### src/clds_pkg.sv
// Shared constants, codes and types of the clause literal distinct sampler.
// Used by the cell row and by the top level; depends on nothing else.
package clds_pkg;

  // Store depth and variable width.
  localparam int unsigned MAX_CLAUSE_LEN = 32;
  localparam int unsigned VAR_BITS       = 20;

  // Derived widths.
  localparam int unsigned LIT_BITS  = VAR_BITS + 1;
  localparam int unsigned CLEN_W    = 6;
  localparam int unsigned CNT_W     = $clog2(MAX_CLAUSE_LEN + 1);
  localparam int unsigned CFG_W     = (VAR_BITS > CLEN_W) ? VAR_BITS : CLEN_W;
  localparam int unsigned SUM_W     = CFG_W + 2;
  localparam int unsigned CFG_IDX_W = 1;
  localparam int unsigned S_DATA_W  = ((LIT_BITS + 7) / 8) * 8;
  localparam int unsigned M_DATA_W  = ((LIT_BITS + VAR_BITS + 7) / 8) * 8;

  // Configuration register indexes.
  typedef enum logic [CFG_IDX_W-1:0] {
    CFG_VAR_COUNT  = 1'b0,
    CFG_CLAUSE_LEN = 1'b1
  } cfg_reg_e;

  // Result status codes.
  typedef enum logic [1:0] {
    STATUS_OK       = 2'd0,
    STATUS_BAD_RANK = 2'd1,
    STATUS_BAD_LEN  = 2'd2
  } status_e;

  // Per-cell write control: load the cell, and take the left neighbor
  // (shift) rather than the new rank (insert).
  typedef struct packed {
    logic load;
    logic take_prev;
  } cell_ctl_t;

endpackage

### src/clause_literal_distinct_sampler.sv
// Clause literal distinct sampler: maps a random rank to the rank-th unused
// variable of the current clause, using a row of compare and shift cells.
// A request is captured into the input registers; the compute step then loads its result
// into the output register once it is free, and no new request is taken until that step.
// Reset clears the counters, configuration and handshake state; store cells are
// not cleared, entries at or above the drawn count are never used.
module clause_literal_distinct_sampler
  import clds_pkg::*;
(
  input  logic                 clk_i,
  input  logic                 rst_ni,
  // Configuration write port.
  input  logic                 cfg_we_i,
  input  logic [CFG_IDX_W-1:0] cfg_idx_i,
  input  logic [CFG_W-1:0]     cfg_data_i,
  // Input stream.
  input  logic                 s_axis_tvalid,
  output logic                 s_axis_tready,
  input  logic [S_DATA_W-1:0]  s_axis_tdata,  // raw_literal, then zero pad
  // Output stream.
  output logic                 m_axis_tvalid,
  input  logic                 m_axis_tready,
  output logic [M_DATA_W-1:0]  m_axis_tdata,  // literal, variable, then zero pad
  output logic                 m_axis_tlast,
  output logic [1:0]           m_axis_tuser   // status
);

  // Configuration registers.
  logic [VAR_BITS-1:0] var_count_q;
  logic [CLEN_W-1:0]   clen_q;

  always_ff @(posedge clk_i or negedge rst_ni) begin
    if (!rst_ni) begin
      var_count_q <= '0;
      clen_q      <= '0;
    end else if (cfg_we_i) begin
      unique case (cfg_reg_e'(cfg_idx_i))
        CFG_VAR_COUNT:  var_count_q <= cfg_data_i[VAR_BITS-1:0];
        CFG_CLAUSE_LEN: clen_q      <= cfg_data_i[CLEN_W-1:0];
        default: ;
      endcase
    end
  end

  // Input capture: magnitude and sign of the raw literal.
  logic                in_fire;
  logic                busy_q;
  logic                neg_q;
  logic [LIT_BITS-1:0] mag_q;
  logic [LIT_BITS-1:0] raw;

  assign raw           = s_axis_tdata[LIT_BITS-1:0];
  assign s_axis_tready = !busy_q;
  assign in_fire       = s_axis_tvalid && s_axis_tready;

  always_ff @(posedge clk_i) begin
    if (in_fire) begin
      neg_q <= raw[LIT_BITS-1];
      mag_q <= raw[LIT_BITS-1] ? (LIT_BITS'(0) - raw) : raw;
    end
  end

  // Compute step runs once the output register can take the result.
  logic m_valid_q;
  logic step;

  assign step = busy_q && (!m_valid_q || m_axis_tready);

  always_ff @(posedge clk_i or negedge rst_ni) begin
    if (!rst_ni) begin
      busy_q <= 1'b0;
    end else if (in_fire) begin
      busy_q <= 1'b1;
    end else if (step) begin
      busy_q <= 1'b0;
    end
  end

  // Request checks.
  logic [CNT_W-1:0] drawn_count_q;
  logic             len_bad;
  logic             rank_bad;
  logic             ok;
  status_e          status;

  assign len_bad = (SUM_W'(clen_q) > SUM_W'(var_count_q)) ||
                   (SUM_W'(clen_q) > SUM_W'(MAX_CLAUSE_LEN));
  assign rank_bad = (clen_q == '0) ||
                    (SUM_W'(drawn_count_q) >= SUM_W'(MAX_CLAUSE_LEN)) ||
                    (mag_q == '0) ||
                    ((SUM_W'(mag_q) + SUM_W'(drawn_count_q)) > SUM_W'(var_count_q));

  always_comb begin
    priority if (len_bad) begin
      status = STATUS_BAD_LEN;
    end else if (rank_bad) begin
      status = STATUS_BAD_RANK;
    end else begin
      status = STATUS_OK;
    end
  end

  assign ok = (status == STATUS_OK);

  // Cell row.
  logic [VAR_BITS-1:0]       rank;
  logic [VAR_BITS-1:0]       entry [MAX_CLAUSE_LEN];
  logic [VAR_BITS-1:0]       prev  [MAX_CLAUSE_LEN];
  logic [MAX_CLAUSE_LEN-1:0] le;
  logic [MAX_CLAUSE_LEN-1:0] le_m;
  cell_ctl_t                 cell_ctl [MAX_CLAUSE_LEN];
  logic [CNT_W-1:0]          pos;

  assign rank = mag_q[VAR_BITS-1:0];

  for (genvar gi = 0; gi < MAX_CLAUSE_LEN; gi++) begin : g_cell
    if (gi == 0) begin : g_first
      assign prev[gi] = '0;
    end else begin : g_rest
      assign prev[gi] = entry[gi-1];
    end

    // Only cells below the drawn count hold entries of this clause.
    assign le_m[gi] = le[gi] && (CNT_W'(gi) < drawn_count_q);

    assign cell_ctl[gi].load      = step && ok && (CNT_W'(gi) >= pos);
    assign cell_ctl[gi].take_prev = (CNT_W'(gi) > pos);

    clds_cell u_cell (
      .clk_i   (clk_i),
      .ctl_i   (cell_ctl[gi]),
      .rank_i  (rank),
      .prev_i  (prev[gi]),
      .entry_o (entry[gi]),
      .le_o    (le[gi])
    );
  end

  // Insert point: first cell whose masked compare is false.
  always_comb begin
    pos = CNT_W'(MAX_CLAUSE_LEN);
    for (int i = MAX_CLAUSE_LEN - 1; i >= 0; i--) begin
      if (!le_m[i]) begin
        pos = CNT_W'(i);
      end
    end
  end

  // Chosen variable, literal and clause end.
  logic [VAR_BITS-1:0] var_sel;
  logic [LIT_BITS-1:0] lit_sel;
  logic                last;

  assign var_sel = rank + VAR_BITS'(pos);
  assign lit_sel = neg_q ? (LIT_BITS'(0) - LIT_BITS'(var_sel)) : LIT_BITS'(var_sel);
  assign last    = (SUM_W'(drawn_count_q) + SUM_W'(1)) >= SUM_W'(clen_q);

  always_ff @(posedge clk_i or negedge rst_ni) begin
    if (!rst_ni) begin
      drawn_count_q <= '0;
    end else if (step && ok) begin
      drawn_count_q <= last ? '0 : (drawn_count_q + CNT_W'(1));
    end
  end

  // Output register.
  logic [LIT_BITS-1:0] lit_q;
  logic [VAR_BITS-1:0] var_q;
  logic                last_q;
  status_e             status_q;

  always_ff @(posedge clk_i or negedge rst_ni) begin
    if (!rst_ni) begin
      m_valid_q <= 1'b0;
    end else if (step) begin
      m_valid_q <= 1'b1;
    end else if (m_axis_tready) begin
      m_valid_q <= 1'b0;
    end
  end

  always_ff @(posedge clk_i) begin
    if (step) begin
      lit_q    <= ok ? lit_sel : '0;
      var_q    <= ok ? var_sel : '0;
      last_q   <= ok && last;
      status_q <= status;
    end
  end

  assign m_axis_tvalid = m_valid_q;
  assign m_axis_tdata  = M_DATA_W'({var_q, lit_q});
  assign m_axis_tlast  = last_q;
  assign m_axis_tuser  = status_q;

`ifndef SYNTHESIS
  // The drawn count never reaches the store depth.
  assert property (@(posedge clk_i) disable iff (!rst_ni)
    drawn_count_q < CNT_W'(MAX_CLAUSE_LEN))
    else $error("drawn count reached store depth");

  // A dropped item carries zero payload and no clause end.
  assert property (@(posedge clk_i) disable iff (!rst_ni)
    (m_valid_q && (status_q != STATUS_OK)) |-> ((lit_q == '0) && (var_q == '0) && !last_q))
    else $error("dropped item carries payload");

  // An accepted literal names a nonzero variable with matching magnitude.
  assert property (@(posedge clk_i) disable iff (!rst_ni)
    (m_valid_q && (status_q == STATUS_OK)) |->
      ((var_q != '0) && ((lit_q == LIT_BITS'(var_q)) ||
                         (lit_q == (LIT_BITS'(0) - LIT_BITS'(var_q))))))
    else $error("literal does not match variable");

  // A new result only follows a compute step.
  assert property (@(posedge clk_i) disable iff (!rst_ni)
    $rose(m_valid_q) |-> $past(busy_q))
    else $error("result without a pending request");
`endif

endmodule

### src/clds_cell.sv
// One cell of the sorted store: holds one drawn variable as (variable - index).
// Depends on clds_pkg for widths and the cell control struct.
module clds_cell
  import clds_pkg::*;
(
  input  logic                clk_i,
  input  cell_ctl_t           ctl_i,
  input  logic [VAR_BITS-1:0] rank_i,
  input  logic [VAR_BITS-1:0] prev_i,
  output logic [VAR_BITS-1:0] entry_o,
  output logic                le_o
);

  logic [VAR_BITS-1:0] entry_q;
  logic [VAR_BITS-1:0] entry_d;

  // Offset entries are nondecreasing along the row, so the compare
  // results form a thermometer code.
  assign le_o = (entry_q <= rank_i);

  // A shifted entry moves one index up, so its offset drops by one.
  // An inserted entry has offset equal to the rank itself.
  assign entry_d = ctl_i.take_prev ? (prev_i - VAR_BITS'(1)) : rank_i;

  always_ff @(posedge clk_i) begin
    if (ctl_i.load) begin
      entry_q <= entry_d;
    end
  end

  assign entry_o = entry_q;

endmodule
### config.mk
export PLATFORM = sky130hd
export DESIGN_NAME = clause_literal_distinct_sampler
export DESIGN_NICKNAME = d
export VERILOG_FILES = /design/src/clds_pkg.sv /design/src/clause_literal_distinct_sampler.sv /design/src/clds_cell.sv
export SDC_FILE = /design/constraint.sdc
export NUM_CORES = 2
export LEC_CHECK = 0
export BUFFER_PORTS_ARGS = -buffer_cell sky130_fd_sc_hd__buf_2
export CORE_ASPECT_RATIO = 2
export CORE_MARGIN = 5
export CORE_UTILIZATION = 45
export CTS_BUF_LIST = sky130_fd_sc_hd__clkbuf_8 sky130_fd_sc_hd__clkbuf_16
export DETAILED_ROUTE_END_ITERATION = 10
export SLEW_MARGIN = 20
export SYNTH_ARGS = -nofsm -noshare
export SYNTH_HDL_FRONTEND = slang
export SYNTH_SLANG_ARGS = --single-unit
### constraint.sdc
create_clock -name clk_i -period 11 [get_ports clk_i]
set_clock_uncertainty 0.15 [all_clocks]
set_input_delay 2.2 -clock clk_i [delete_from_list [all_inputs] [get_ports clk_i]]
set_output_delay 2.2 -clock clk_i [all_outputs]
set_load 0.02 [all_outputs]
==> summary.md <==
| Metric | Value |
|---|---|
| Outcome | finished, final reports clean |
| Setup bufs post-CTS | 0 |
| Largest net degree at the start of global routing | 63 |
| Final number of max-transition violations | 0 |
| R2R setup slack | 1.76 ns |
| Final Hold Fails | 0 |
| IO Port Bufs | 92 |
| Area leader, netlist | edfxtp_1 |
| RSZ-0062 raised after global routing | false |
| Seq cells post-synth | 739 |
| Max Cap Viol | 0 |
| Clock Path Buffers | 3 |
| Initial antenna violation count | 5 |
| Final setup viols | 0 |
| Post-route ant nets | 0 |
| Vias in the first global route | 47110 |
| CTS H-Tree Depth | 3 |
| Nets | 6684 |
| Syn Area/Cell | 9.696 um2 |
| Rows | 185 |
| Gates resized, CTS repair | 0 |
| Data arrival, critical path | 9.64 ns |
| Routability congestion estimate | 0.9282 |
| Slew margin rel. | 0.2496 |
| Worst reg2reg path endpoint | lit_q[17] |
| Most frequent cells in the layout | ha_1 (717), edfxtp_1 (705), nor2_1 (588) |
| First-pass GRT wire length | 277.1 mm |
| GR Overflow Total | 0 |
| Delay of the slowest critical-path stage | 0.93 ns |
| Fin Hold WS | 0.3729 ns |
| Setup_tns | 0 ns |
| Io pins | 103 |
| First-pass DRT Iterations | 6 |
| Worst setup path end | lit_q[17] |
| Worst hold path type | reg2reg |
| Total power | 0.008209 W |
| Most area-consuming cells after synthesis | edfxtp_1 (37%), ha_1 (16%), xnor2_1 (5.8%) |
| Total number of vias | 46410 |
| Final Non-Filler Cells | 7654 |
| Power per cell area | 131.9 nW/um2 |
| Top fanout value on the critical path | 21 |
| Hpwl dp | 137.0 mm |
| Clock slew at reported path FFs | 0.07 ns |
| Sequential area share after synthesis | 0.3855 |
| Max Freq | 108.3 MHz |
| Startpoint types | flip-flop |
| Drt wl/cell | 24.48 um |
| Layout area overhead | 8.987% |
| 1st-iter DRT viols | 2850 |
| Num CTS Buffers | 72 |
| Yosys cell types | 98 |
| Die area | 134600 um2 |
| Post-Syn Instances | 5891 |
| Yosys warns | 0 |
| Die Height | 513.9 um |
| Commonest non-fill, non-tap cell in the layout | ha_1 |
| Core area | 126600 um2 |
| Post-Syn Area | 57120 um2 |
| GRT Total Usage | 0.2722 |
| Chip Width | 261.9 um |
| Worst Setup End Kind | flip-flop |
| Clock latency on the worst-skew pair | 0.69 ns |
| Placed inst area | 59850 um2 |
| Crit path from | mag_q[18] |
| Via-to-Cell Ratio | 6.063 |
| Worst Max-Slew Pin Slew | 1.115 ns |
| Clk root buf | clkbuf_16 |
| TritonCTS clock tree | built |
| Post-Route WL | 187.4 mm |
| Share of the synthesized area in the top cell type | 0.3706 |
| Main flop type after synthesis | edfxtp_1 |
| Leak | 23.74 nW |
| Fin crit period | 9.236 ns |
| Ys async rst share | 0.04601 |
| Reg2reg start | mag_q[18] |
| CTS Sinks | 739 |
| Hold buffers post-CTS | 0 |
| Reg2Reg Depth | 26 |
| Type of the worst setup path | reg2reg |
| Req. time, crit path | 11.40 ns |
| DRC | 0 |
| Post-synth EDFFs | 705 |
| Period utilisation layout | 0.8396 |
| Peak supply drop | 0.1437 mV |
| Final Cell Area | 62250 um2 |
| Share of cells above drive strength 1 | 0.07054 |
| Initial Util | 0.4511 |
| Crit-path slowest cell | a2111oi_0 |
| CP dominant cell by count | buf_4 |
| DP Cell Count | 7524 |
[how the worst min path moves through the flow]
stage          slack (ns)  depth (start not counted)           from             to
6_report             0.37                          2  m_axis_tvalid  m_axis_tvalid
3_5_place_dp         0.36                          2  m_axis_tvalid  m_axis_tvalid
5_1_grt              0.42                          1      clen_q[1]      clen_q[1]
4_1_cts              0.38                          2  m_axis_tvalid  m_axis_tvalid
2_1_floorplan        0.36                          2         busy_q         busy_q
3_3_place_gp         0.35                          2  m_axis_tvalid  m_axis_tvalid
[power breakdown]
part | switching, W | internal, W | total, W
clock network | 0.00117 | 0.00142 | 0.00260
logic | 0.00166 | 0.000728 | 0.00238
registers | 0.0000399 | 0.00319 | 0.00323
total | 0.00287 | 0.00534 | 0.00821
[registers in the layout, indices dropped and copies added (netlist names)]
| register | count |
|---|---|
| m_axis_tvalid | 1 |
| g_cell.u_cell.entry_o | 640 |
| var_q | 19 |
| clen_q | 6 |
| lit_q | 21 |
| drawn_count_q | 6 |
| mag_q | 21 |
| var_count_q | 20 |
| m_axis_tuser | 2 |
| m_axis_tlast | 1 |
| neg_q | 1 |
| busy_q | 1 |
[synth_stat cells (37+ instances only)]
library cell,instances
nor3_1,237
nand4_1,130
xnor2_1,380
nand2b_1,45
o21ai_0,257
nand2_1,463
nor2b_1,50
mux2i_1,218
a211oi_1,37
a21oi_1,533
ha_1,717
edfxtp_1,705
nor4_1,148
a21o_1,67
clkbuf_1,200
nor2_1,594
xor2_1,199
or4_1,86
nand3_1,107
inv_1,146
[cells by family (layout without fill, tap and decap cells)]
family	count (synthesis)	count (layout)	share of synthesized area
compound gates	1175	1175	0.1241
fa+ha+maj	723	723	0.1586
xor+xnor	580	580	0.08906
buf+inv	408	479	0.02771
mux	231	231	0.04076
simple gates	2034	2034	0.1742
flops	739	739	0.3855
other cells	1	10	0.00006565
[layout make-up]
class                           count  area (um2)
Antenna cell                        3       7.507
Clock buffer                       77        1916
Clock inverter                     50       426.7
Fill cell                       11730       64360
Inverter                          157       609.3
Multi-Input combinational cell   4750       33780
Sequential cell                   739       22020
Tap cell                         1683        2106
Timing Repair Buffer              195        1384
[critical path, delay by kind of cell, from the launching register on]
| kind | cells | cell delay [ns] |
|---|---|---|
| flip-flops | 1 | 0.36 |
| buffers and inverters | 5 | 1.78 |
| AND/OR/NAND/NOR | 8 | 2.51 |
| XOR/XNOR | 1 | 0.15 |
| AO/OA/AOI/OAI | 7 | 2.81 |
| adder cells (fa/ha/maj) | 5 | 1.32 |
[routing by layer]
metal,vias to the layer above,global-route usage,share of wire
li1,21990,-,-
met1,22320,0.2670,0.33
met2,1483,0.5096,0.53
met3,612,0.03802,0.051
met4,2,0.2012,0.089
met5,-,0,0.000043
[per-stage QoR]
step / setup slack [ns] / utilization
5_1_grt: 1.505 / 0.4916
3_5_place_dp: 2.061 / 0.4727
3_3_place_gp: 2.163 / 0.4725
2_1_floorplan: 2.732 / -
4_1_cts: 2.028 / 0.4912
6_report: 1.764 / 0.4917
(Power assumes the default switching activity.)
